## src/rtl/lcer_pkg.sv

```systemverilog
`default_nettype none

package lcer_pkg;

    // Field widths
    localparam int COL_W = 6;
    localparam int ROW_W = 8;
    localparam int DY_W  = 8;
    localparam int ERR_W = 11;
    localparam int E2_W  = ERR_W + 1;

    // Depth of the queue between front and walker
    localparam int Q_DEPTH = 2;
    localparam int Q_PTR_W = $clog2(Q_DEPTH);
    localparam int Q_CNT_W = $clog2(Q_DEPTH + 1);

    typedef struct packed {
        logic [COL_W-1:0]        start_x;
        logic signed [ROW_W-1:0] start_y;
        logic [COL_W-1:0]        end_x;
        logic signed [ROW_W-1:0] end_y;
        logic                    keep_smallest;
    } lcer_req_t;

    typedef struct packed {
        logic [COL_W-1:0]        column;
        logic signed [ROW_W-1:0] row_y;
        logic                    last;
    } lcer_res_t;

    // Classified line, ready for the walker
    typedef struct packed {
        logic [COL_W-1:0]        x;
        logic signed [ROW_W-1:0] y;
        logic [COL_W-1:0]        xe;
        logic signed [ROW_W-1:0] ye;
        logic [COL_W-1:0]        dx;
        logic [DY_W-1:0]         dy;
        logic                    x_inc;
        logic                    y_inc;
        logic                    keep_smallest;
        logic signed [ERR_W-1:0] err;
    } lcer_job_t;

    typedef struct packed {
        logic full;
        logic empty;
    } lcer_q_status_t;

    typedef enum logic [1:0] {
        ST_IDLE,
        ST_WALK,
        ST_FINAL
    } lcer_state_t;

endpackage

`default_nettype wire

```

## src/rtl/lcer_front.sv

```systemverilog
`default_nettype none

module lcer_front
    import lcer_pkg::*;
#(
    parameter int COLUMNS = 64
)
(
    input  wire logic           clk,
    input  wire logic           rst_n,
    input  wire logic           start,
    input  wire lcer_req_t      request,
    output logic                busy,
    input  wire lcer_q_status_t q_status,
    output logic                push,
    output lcer_job_t           job
);

    localparam logic [COL_W-1:0] COL_MAX = COL_W'(COLUMNS - 1);

    logic                    valid_reg;
    logic                    valid_next;
    lcer_req_t               req_reg;
    lcer_req_t               req_in;
    logic                    accept;
    logic signed [ROW_W:0]   ydiff;
    logic [COL_W-1:0]        dx;
    logic [DY_W-1:0]         dy;

    assign busy   = valid_reg && q_status.full;
    assign accept = start && !busy;
    assign push   = valid_reg && !q_status.full;

    // Hold the request until the queue takes it
    always_comb
    begin
        valid_next = accept || (valid_reg && !push);
    end

    always_ff @(posedge clk or negedge rst_n)
    begin
        if (!rst_n)
        begin
            valid_reg <= 1'b0;
        end
        else
        begin
            valid_reg <= valid_next;
        end
    end

    // Saturate columns to the last column
    always_comb
    begin
        req_in         = request;
        req_in.start_x = (request.start_x > COL_MAX) ? COL_MAX : request.start_x;
        req_in.end_x   = (request.end_x > COL_MAX) ? COL_MAX : request.end_x;
    end

    // Capture the request
    always_ff @(posedge clk)
    begin
        if (accept)
        begin
            req_reg <= req_in;
        end
    end

    // Classify: distances, directions and initial error
    always_comb
    begin
        ydiff = {req_reg.end_y[ROW_W-1], req_reg.end_y}
              - {req_reg.start_y[ROW_W-1], req_reg.start_y};
        dx    = (req_reg.end_x > req_reg.start_x) ? (req_reg.end_x - req_reg.start_x)
                                                  : (req_reg.start_x - req_reg.end_x);
        dy    = (ydiff < 0) ? DY_W'(-ydiff) : DY_W'(ydiff);

        job.x             = req_reg.start_x;
        job.y             = req_reg.start_y;
        job.xe            = req_reg.end_x;
        job.ye            = req_reg.end_y;
        job.dx            = dx;
        job.dy            = dy;
        job.x_inc         = req_reg.start_x < req_reg.end_x;
        job.y_inc         = req_reg.start_y < req_reg.end_y;
        job.keep_smallest = req_reg.keep_smallest;
        job.err           = $signed({{(ERR_W-COL_W){1'b0}}, dx})
                          - $signed({{(ERR_W-DY_W){1'b0}}, dy});
    end

endmodule

`default_nettype wire

```

## src/rtl/lcer_queue.sv

```systemverilog
`default_nettype none

module lcer_queue
    import lcer_pkg::*;
(
    input  wire logic      clk,
    input  wire logic      rst_n,
    input  wire logic      push,
    input  wire lcer_job_t push_job,
    input  wire logic      pop,
    output lcer_job_t      pop_job,
    output lcer_q_status_t status
);

    lcer_job_t           mem_reg [Q_DEPTH];
    logic [Q_PTR_W-1:0]  wr_ptr_reg;
    logic [Q_PTR_W-1:0]  wr_ptr_next;
    logic [Q_PTR_W-1:0]  rd_ptr_reg;
    logic [Q_PTR_W-1:0]  rd_ptr_next;
    logic [Q_CNT_W-1:0]  count_reg;
    logic [Q_CNT_W-1:0]  count_next;

    assign status.full  = (count_reg == Q_CNT_W'(Q_DEPTH));
    assign status.empty = (count_reg == '0);
    assign pop_job      = mem_reg[rd_ptr_reg];

    // Advance pointers and occupancy
    always_comb
    begin
        wr_ptr_next = wr_ptr_reg;
        rd_ptr_next = rd_ptr_reg;
        count_next  = count_reg;
        if (push)
        begin
            wr_ptr_next = (wr_ptr_reg == Q_PTR_W'(Q_DEPTH - 1)) ? '0 : wr_ptr_reg + 1'b1;
        end
        if (pop)
        begin
            rd_ptr_next = (rd_ptr_reg == Q_PTR_W'(Q_DEPTH - 1)) ? '0 : rd_ptr_reg + 1'b1;
        end
        if (push && !pop)
        begin
            count_next = count_reg + 1'b1;
        end
        else if (pop && !push)
        begin
            count_next = count_reg - 1'b1;
        end
    end

    always_ff @(posedge clk or negedge rst_n)
    begin
        if (!rst_n)
        begin
            wr_ptr_reg <= '0;
            rd_ptr_reg <= '0;
            count_reg  <= '0;
        end
        else
        begin
            wr_ptr_reg <= wr_ptr_next;
            rd_ptr_reg <= rd_ptr_next;
            count_reg  <= count_next;
        end
    end

    // Store the entry
    always_ff @(posedge clk)
    begin
        if (push)
        begin
            mem_reg[wr_ptr_reg] <= push_job;
        end
    end

    assert property (@(posedge clk) disable iff (!rst_n) push |-> !status.full)
        else $error("queue written while full");
    assert property (@(posedge clk) disable iff (!rst_n) pop |-> !status.empty)
        else $error("queue read while empty");
    assert property (@(posedge clk) disable iff (!rst_n)
                     count_reg <= Q_CNT_W'(Q_DEPTH))
        else $error("queue occupancy out of range");

endmodule

`default_nettype wire

```

## src/rtl/lcer_walk.sv

```systemverilog
`default_nettype none

module lcer_walk
    import lcer_pkg::*;
(
    input  wire logic           clk,
    input  wire logic           rst_n,
    input  wire lcer_q_status_t q_status,
    input  wire lcer_job_t      job,
    output logic                pop,
    output logic                result_valid,
    output lcer_res_t           result
);

    lcer_state_t             state_reg;
    lcer_state_t             state_next;
    lcer_job_t               job_reg;
    lcer_job_t               job_next;
    logic signed [ROW_W-1:0] kept_reg;
    logic signed [ROW_W-1:0] kept_next;
    logic                    valid_reg;
    logic                    valid_next;
    lcer_res_t               res_reg;
    lcer_res_t               res_next;

    logic signed [E2_W-1:0]  e2;
    logic                    move_x;
    logic                    move_y;
    logic                    end_after_x;
    logic [COL_W-1:0]        x1;
    logic signed [ROW_W-1:0] y1;
    logic signed [ERR_W-1:0] err1;
    logic                    better;

    assign result_valid = valid_reg;
    assign result       = res_reg;

    // One Bresenham step: x move first, y move unless the x move ended the line
    always_comb
    begin
        e2          = {job_reg.err, 1'b0};
        move_x      = e2 > -$signed({{(E2_W-DY_W){1'b0}}, job_reg.dy});
        x1          = move_x ? (job_reg.x_inc ? job_reg.x + 1'b1 : job_reg.x - 1'b1)
                             : job_reg.x;
        err1        = move_x ? job_reg.err - $signed({{(ERR_W-DY_W){1'b0}}, job_reg.dy})
                             : job_reg.err;
        end_after_x = (x1 == job_reg.xe) && (job_reg.y == job_reg.ye);
        move_y      = !end_after_x && (e2 < $signed({{(E2_W-COL_W){1'b0}}, job_reg.dx}));
        y1          = move_y ? (job_reg.y_inc ? job_reg.y + ROW_W'(1) : job_reg.y - ROW_W'(1))
                             : job_reg.y;
        better      = job_reg.keep_smallest ? (y1 < kept_reg) : (y1 > kept_reg);
    end

    // Sequence requests and emit one result per column
    always_comb
    begin
        state_next = state_reg;
        job_next   = job_reg;
        kept_next  = kept_reg;
        valid_next = 1'b0;
        res_next   = res_reg;
        pop        = 1'b0;
        case (state_reg)
            ST_IDLE:
            begin
                if (!q_status.empty)
                begin
                    pop       = 1'b1;
                    job_next  = job;
                    kept_next = job.y;
                    if ((job.x == job.xe) && (job.y == job.ye))
                    begin
                        state_next = ST_FINAL;
                    end
                    else
                    begin
                        state_next = ST_WALK;
                    end
                end
            end
            ST_WALK:
            begin
                job_next.x   = x1;
                job_next.y   = y1;
                job_next.err = move_y ? err1 + $signed({{(ERR_W-COL_W){1'b0}}, job_reg.dx})
                                      : err1;
                if (move_x)
                begin
                    valid_next    = 1'b1;
                    res_next.column = job_reg.x;
                    res_next.row_y  = kept_reg;
                    res_next.last   = 1'b0;
                    kept_next       = y1;
                end
                else if (better)
                begin
                    kept_next = y1;
                end
                if ((x1 == job_reg.xe) && (y1 == job_reg.ye))
                begin
                    state_next = ST_FINAL;
                end
            end
            ST_FINAL:
            begin
                valid_next      = 1'b1;
                res_next.column = job_reg.x;
                res_next.row_y  = kept_reg;
                res_next.last   = 1'b1;
                state_next      = ST_IDLE;
            end
            default:
            begin
                state_next = ST_IDLE;
            end
        endcase
    end

    always_ff @(posedge clk or negedge rst_n)
    begin
        if (!rst_n)
        begin
            state_reg <= ST_IDLE;
            valid_reg <= 1'b0;
        end
        else
        begin
            state_reg <= state_next;
            valid_reg <= valid_next;
        end
    end

    // Hold walk position and the pending result
    always_ff @(posedge clk)
    begin
        job_reg  <= job_next;
        kept_reg <= kept_next;
        res_reg  <= res_next;
    end

    assert property (@(posedge clk) disable iff (!rst_n)
                     (valid_reg && res_reg.last) |=> !valid_reg)
        else $error("result follows the last result of a line");
    assert property (@(posedge clk) disable iff (!rst_n)
                     (state_reg == ST_FINAL) |=> (valid_reg && res_reg.last))
        else $error("line ended without a marked result");
    assert property (@(posedge clk) disable iff (!rst_n)
                     pop |-> (state_reg == ST_IDLE))
        else $error("queue read while a line is in progress");

endmodule

`default_nettype wire

```

## src/rtl/line_column_extent_rasterizer_core.sv

```systemverilog
`default_nettype none

// A taken request is held in the front register, then written into the queue;
// the walker pops it only when idle. A single point goes to the final state,
// which registers its result. The walker makes one Bresenham step per cycle;
// a two-entry queue buffers requests while a line is walked.
// Results come one per cycle at most and the receiver cannot stall them.
// Reset (rst_n, asynchronous, active low) drops queued requests and any walk.
module line_column_extent_rasterizer_core
    import lcer_pkg::*;
#(
    parameter int COLUMNS = 64
)
(
    input  wire logic      clk,
    input  wire logic      rst_n,
    input  wire logic      start,
    input  wire lcer_req_t request,
    output logic           busy,
    output logic           result_valid,
    output lcer_res_t      result
);

    lcer_q_status_t q_status;
    logic           push;
    logic           pop;
    lcer_job_t      push_job;
    lcer_job_t      pop_job;

    lcer_front #(
        .COLUMNS (COLUMNS)
    ) u_front (
        .clk      (clk),
        .rst_n    (rst_n),
        .start    (start),
        .request  (request),
        .busy     (busy),
        .q_status (q_status),
        .push     (push),
        .job      (push_job)
    );

    lcer_queue u_queue (
        .clk      (clk),
        .rst_n    (rst_n),
        .push     (push),
        .push_job (push_job),
        .pop      (pop),
        .pop_job  (pop_job),
        .status   (q_status)
    );

    lcer_walk u_walk (
        .clk          (clk),
        .rst_n        (rst_n),
        .q_status     (q_status),
        .job          (pop_job),
        .pop          (pop),
        .result_valid (result_valid),
        .result       (result)
    );

endmodule

`default_nettype wire
```

## config.mk

```make
export PLATFORM = sky130hd
export DESIGN_NAME = line_column_extent_rasterizer_core
export DESIGN_NICKNAME = d
export VERILOG_FILES = /design/src/rtl/lcer_pkg.sv /design/src/rtl/lcer_front.sv /design/src/rtl/lcer_queue.sv /design/src/rtl/lcer_walk.sv /design/src/rtl/line_column_extent_rasterizer_core.sv
export SDC_FILE = /design/constraint.sdc
export NUM_CORES = 1
export LEC_CHECK = 0
export ABC_CLOCK_PERIOD_IN_PS = 5700
export BUFFER_PORTS_ARGS = -buffer_cell sky130_fd_sc_hd__clkbuf_2
export CAP_MARGIN = 5
export CORE_MARGIN = 2
export CORE_UTILIZATION = 56
export DETAILED_ROUTE_END_ITERATION = 7
export GPL_ROUTABILITY_DRIVEN = 1
export PLACE_DENSITY = 0.88
export SYNTH_ARGS = -nofsm -noshare
export SYNTH_HDL_FRONTEND = slang
export SYNTH_HIERARCHICAL = 1
export SYNTH_SLANG_ARGS = --single-unit
```

## constraint.sdc

```tcl
create_clock -name clk -period 5.7 [get_ports clk]
set_input_delay 0.285 -clock clk [delete_from_list [all_inputs] [get_ports clk]]
set_output_delay 0.285 -clock clk [all_outputs]
set_load 0.02 [all_outputs]
```

* After elaboration in Yosys (flattened, before gate mapping) *
Memory sizes are Yosys's and may differ from the RTL's.
Cells that the tools add are included.

storage, ports and cells
  register bits = 116
  memory bits (writable) = 112
  input port bits = 32
  output and inout port bits = 17
  word-level logic and storage cells = 123
  memories = 1

operators by class
  add/sub/neg operators = 16
  order comparisons = 10
  equal/unequal tests = 12
  muxes and demuxes = 32
  bitwise gates (word level) = 1
  reductions and logical operators = 26

memories
  name             depth  bits a word  rd ports  clocked after memory_dff  wr ports  line              source
  u_queue.mem_reg  2      56           1         0                         1         lcer_queue.sv:15  lcer_job_t mem_reg [Q_DEPTH];

operators with widths
  operator                                             number
  2-to-1 mux 56 bit                                    1
  2-to-1 mux 8 bit                                     6
  case mux 15 bit (2 select lines)                     1
  case mux 14 bit (2 select lines)                     1
  == test 8 bit                                        3
  2-to-1 mux 11 bit                                    2
  case mux 11 bit (2 select lines)                     1
  2-to-1 mux 6 bit                                     3
  < comparator 8 bit                                   2
  case mux 8 bit (2 select lines)                      1
  2-to-1 mux 15 bit                                    1
  == test 6 bit                                        2
  > comparator 12 bit                                  1
  > comparator 6 bit (second input constant)           2
  < comparator 12 x 7 -> 1 bit                         1
  negation 8 -> 12 bit                                 1
  subtractor 6 bit                                     2
  adder 11 x 7 -> 11 bit                               1
  subtractor 11 x 9 -> 11 bit                          1
  logical AND 1 bit                                    10
  2-to-1 mux 2 bit                                     5
  < comparator 9 x 1 -> 1 bit (second input constant)  1
  subtractor 6 x 8 -> 9 bit                            1
  subtractor 8 x 8 -> 9 bit                            1
  other kinds (26)                                     46

* Longest topological paths before layout *
  depth after elaboration = 13
  gate-level depth with buffers = 29
  gate-level depth less buffers = 27

* Cells and area by module *
Netlist, hierarchy kept.

modules (own cells, without submodules)
  module      instances  cells each  area each (µm²)  sequential area each (µm²)
  lcer_walk   1          552         5739.3           2447.3
  lcer_queue  1          190         4347.9           3463.3
  lcer_front  1          220         2244.7           895.9

* Worst setup path before layout *
Ideal clock, no wire load.

  kind = register -> register
  start point = register u_walk/job_reg[14] (netlist name)
  end point = register u_walk.kept_reg[0] (enable)
  library setup time = 0.378 ns
  arrival = 5.483 ns
  required time = 5.322 ns
  path slack = -0.161 ns
  stages on the path, launching flop included = 28
  buffers on the path = 4
  period minus slack after synthesis = 5.861 ns
  cells stage by stage = edfxtp_1 > or2_1 > buf_4 > nor4_1 > xnor2_1 > ha_1 > a21oi_1 > o21ai_1 > and2_1 > clkbuf_1 > o31ai_1 > a21oi_1 > or3_1 > a221oi_2 > a41o_1 > buf_6 > buf_2 > mux2_2 > ha_1 > a21o_1 > a21oi_1 > o21ai_0 > a21o_1 > a21oi_1 > a21oi_1 > a21oi_1 > a21oi_1 > a31oi_1

between the ends
  word-level cells in the longest chain between the ends = 12
  elaborated cells on any way between the ends = 13
  classes of those cells = add/sub (1); order compare (3); eq/ne (2); mux (3); reduce/logical (4)

RTL lines
  what                                                      line              source
  start: declaration                                        lcer_walk.sv:17   lcer_job_t job_reg;
  start signal: assignment                                  lcer_walk.sv:136  job_reg <= job_next;
  negation 8 -> 12 bit (*)                                  lcer_walk.sv:42   move_x = e2 > -$signed({{(E2_W-DY_W){1'b0}}, job_reg.dy});
  > comparator 12 bit (*)                                   lcer_walk.sv:42
  2-to-1 mux 6 bit                                          lcer_walk.sv:43   x1 = move_x ? (job_reg.x_inc ? job_reg.x + 1'b1 : job_reg.x - 1'b1)
  == test 6 bit                                             lcer_walk.sv:47   end_after_x = (x1 == job_reg.xe) && (job_reg.y == job_reg.ye);
  logical AND 1 bit                                         lcer_walk.sv:47
  logical NOT 1 bit                                         lcer_walk.sv:48   move_y = !end_after_x && (e2 < $signed({{(E2_W-COL_W){1'b0}}, job_reg.dx}));
  logical AND 1 bit                                         lcer_walk.sv:48
  2-to-1 mux 8 bit                                          lcer_walk.sv:49   y1 = move_y ? (job_reg.y_inc ? job_reg.y + ROW_W'(1) : job_reg.y - ROW_W'(1))
  > comparator 8 bit or < comparator 8 bit (tied branches)  lcer_walk.sv:51   better = job_reg.keep_smallest ? (y1 < kept_reg) : (y1 > kept_reg);
  2-to-1 mux 1 bit                                          lcer_walk.sv:51
  != test 3 x 1 -> 1 bit (no line) (*)                      --
  AND reduction 3 bit (no line) (*)                         --
  end signal: assignment                                    lcer_walk.sv:137  kept_reg <= kept_next;
  end: declaration                                          lcer_walk.sv:19   logic signed [ROW_W-1:0] kept_reg;

Mark *: on every way between the ends. The rest lies on a longest branch, timed or not.
A chain may end at the register's enable or synchronous reset.

* Worst setup path after layout *
  start point = register u_walk/job_reg[17] (netlist name)
  end point = register u_walk.kept_reg[4] (enable)

Same word-level chain as after synthesis.

==> reports/metrics.csv <==
stage,metric,value,unit
critical_path,CP Class,flop to flop,
routing,Final Routed Wirelength,28700,microns
floorplanning,Die Span X,152,microns
place,GP Congestion,0.920,
critical_path,Worst EP arrival,5980,ps
place,Port Buffers,48,
cells_and_area,layout cells sized above 1,21.8,%
clock_tree,clock insertion delay at the later pin of the skew report,550,ps
sta,Final min period,5760,ps
sta,Max Fclk,173,MHz
clock_tree,Worst-path clk slew,70,ps
routing,Routed Antenna Nets,0,
synthesis,register area share after synthesis,55.2,%
critical_path,peak per-stage delay on the critical path,420,ps
floorplanning,Die Area,23200,sq um
synthesis,Synth Register Bits,228,
critical_path,Reg2Reg Setup Slack,-60,ps
synthesis,Synth Instances,962,
routing,via/cell ratio,6.00,
critical_path,Critical Path Start Type,flop,
cells_and_area,Layout Cells excl Fill,1366,
sta,Worst Tran Pin Value,1010,ps
floorplanning,Core Area,21700,sq um
floorplanning,Die Ht,152,microns
place,Final HPWL DP,17700,microns
sta,Hold WS,153,ps
global_route,gr ovfl total,0,
global_route,first-pass GRT wire length,43600,microns
floorplanning,Starting Density,56.9,%
flow_run,MaxCap Viol Count,0,
place,Cells after DPL,1273,
clock_tree,number of buffers created by CTS,23,
clock_tree,root buffer cell,clkbuf_16,
routing,drt first pass iters,5,
cells_and_area,number of flip-flops in the largest register,112,
critical_path,Crit Reg-Reg Endpoint,u_walk/kept_reg[4],
cells_and_area,Final nets,1187,
critical_path,"most used cell, CP",a21oi_2,
routing,Post-route DRC,0,
clock_tree,Max Root-Sink Buffers,3,
sta,RSZ-0062 raised after global routing,yes,
critical_path,CP Capture Type,flop,
critical_path,Critical Path Fanout Max,8,
floorplanning,# rows,54,
run_status,outcome,"finished, violations left",
critical_path,Worst R2R Start,u_walk/job_reg[17],
critical_path,Worst Path Required,5910,ps
global_route,initial antenna violation count,0,
clock_tree,TritonCTS Sinks,228,
worst_hold_path,Hold Path Class,input pin to asynchronous set/reset pin,
sta,slack of the critical path,-63.8,ps
routing,Initial DRC Count,750,
synthesis,Synth Cell Area,12300,sq um
synthesis,Synth cell types,72,
critical_path,Worst Path Buf+Inv,4,
sta,"Setup violations, final",8,
global_route,largest net degree at the start of global routing,57,
synthesis,Yosys warning count,6,
global_route,vias in the first global route,8297,
synthesis,Post-synth EDFFs,220,
clock_tree,CTS tree,done,
run_status,failing checks,setup timing,
sta,Tcrit/Tclk final,101,%
global_route,GRT Overall Usage,23.6,%
cells_and_area,Fill cells,1401,
cells_and_area,Layout area overhead,16.3,%
sta,Hold Fails Final Rpt,0,
sta,"Slew Viols, Final",0,
critical_path,r2r worst-path depth,26,
routing,via count,8200,
critical_path,CP max stage cell,edfxtp_1,
sta,skew final,50.6,ps
synthesis,Syn Area/Cell,12.8,sq um
routing,wire length per cell,21.0,microns
synthesis,"Async S/R FF share, synth",3.51,%
cells_and_area,post-layout util,66.1,%
synthesis,syn nets,1081,
synthesis,ys flop type,edfxtp_1,
clock_tree,htree depth,1,
floorplanning,Top Ports,49,
critical_path,"delay-heaviest family, CP",compound AO/OA/AOI/OAI gates,
sta,Rel. slew slack,32.6,%
## stage by stage
| stage | area (sq um) | setup WS (ps) | TNS, ps |
|---|---|---|---|
| floorplan | 12300 | 71.6 | 0 |
| finish | 14300 | -63.8 | -508 |
| global route | 14300 | -312 | -2490 |
| CTS | 14100 | 34.1 | 0 |
| detailed placement | 12900 | -278 | -2220 |
| global placement | 12900 | 108 | 0 |
## cell usage after synthesis, types with 11 or more instances
cell      instances  area, sq um
mux2i_1          11          110
a21oi_1          39          195
a21o_1           15          113
ha_1             79          988
mux2_2           32          360
nor2_1           40          150
nor2b_1          18          113
edfxtp_1        220         6610
mux2_4           31          465
nand2b_1         24          150
nand3_1          11         55.1
nand2_1          46          173
nor4_1           12         75.1
clkbuf_1         23         86.3
xnor2_1          52          455
xor2_1           36          315
o21ai_0          41          205
inv_1            84          315
o21a_1           11         82.6
## logic make-up after synthesis
| logic type | share of synthesized area [%] |
|---|---|
| muxes | 7.70 |
| xor gates and xnor gates | 6.25 |
| AOI/OAI and AO/OA | 9.10 |
| DFF | 55.2 |
| adders and majority gates | 9.31 |
| buffers and inverters | 4.05 |
| and+or+nand+nor | 8.39 |
## area by class of cell
class	instances	area (sq um)	share of cell area [%]
Inverter	84	315	2.20
Clock buffer	29	618	4.31
Antenna cell	1	2.50	0.0175
Clock inverter	13	118	0.820
Timing Repair Buffer	116	840	5.86
Multi-Input combinational cell	615	5290	36.9
Tap cell	280	350	2.44
Sequential cell	228	6810	47.5
## worst register-to-register path, cell delays in order (launching register included)
cell and delay, ps:
edfxtp_1 420, inv_1 100, nand4_1 230, buf_4 230, nor4_1 230, ha_1 310
nand4_1 150, nor3_4 70, o22a_2 260, o31ai_2 270, a21oi_1 140, or3_1 420
a221oi_4 320, a41o_2 310, buf_6 130, mux2i_4 250, inv_2 80, ha_4 150
a21o_1 180, a21oi_2 140, o21ai_2 70, a21o_1 160, a21oi_2 130, a21oi_2 70
a21oi_2 180, a21oi_2 110, a31oi_4 350
## cells in the final DEF, fill, tap and decap left out, types with 4 or more instances in the layout
cell           instances
nor2_1                40
o31ai_1                4
nor2b_1               15
mux2_4                33
a21o_1                15
fa_1                   8
o21a_1                11
nand4_1                8
clkbuf_2              48
inv_1                 81
a31oi_1                4
nor4_1                10
a22o_1                10
o21ai_0               40
nand2_1               46
clkbuf_16             23
dlygate4sd3_1         31
mux2i_1               10
a21oi_1               33
ha_1                  75
xnor2_1               52
nor3_1                 7
nand2b_1              24
a21oi_2                6
or3_1                  4
clkinv_2               5
dfrtp_1                7
buf_4                 34
mux2_2                30
nand3_1                9
clkbuf_1               4
xor2_1                36
and2_1                 5
edfxtp_1             220
o21bai_1               4
## worst max-delay path by stage
stage	from	to	slack, ps	cells after the start
3_3_place_gp	u_walk/job_reg[14]	u_walk/kept_reg[7]	110	22
5_1_grt	u_walk/job_reg[14]	u_walk/kept_reg[1]	-310	25
6_report	u_walk/job_reg[17]	u_walk/kept_reg[4]	-60	26
2_1_floorplan	u_walk/job_reg[14]	u_walk/kept_reg[0]	70	27
4_1_cts	u_walk/job_reg[15]	u_walk/kept_reg[4]	30	26
3_5_place_dp	u_walk/job_reg[15]	u_walk/kept_reg[4]	-280	26
## what timing repair did
action | CTS | global route
hold buffers | 31 | 0
resized for setup | 14 | 33
buffers inserted | 6 | 13
endpoints found under the hold margin | 38 | 0
pin swaps | 6 | 24
setup endpoints to repair | 8 | 8
## layer usage
layer / up-vias / share of wire [%] / GRT usage, %
li1: 3709 / - / -
met1: 3993 / 38 / 29.4
met2: 419 / 51 / 42.0
met3: 79 / 7.4 / 3.47
met4: 0 / 3.4 / 8.72
met5: - / 0 / 0
Power is not shown: default switching activity piles up to over one toggle a cycle in this logic, so the estimate is an artifact.
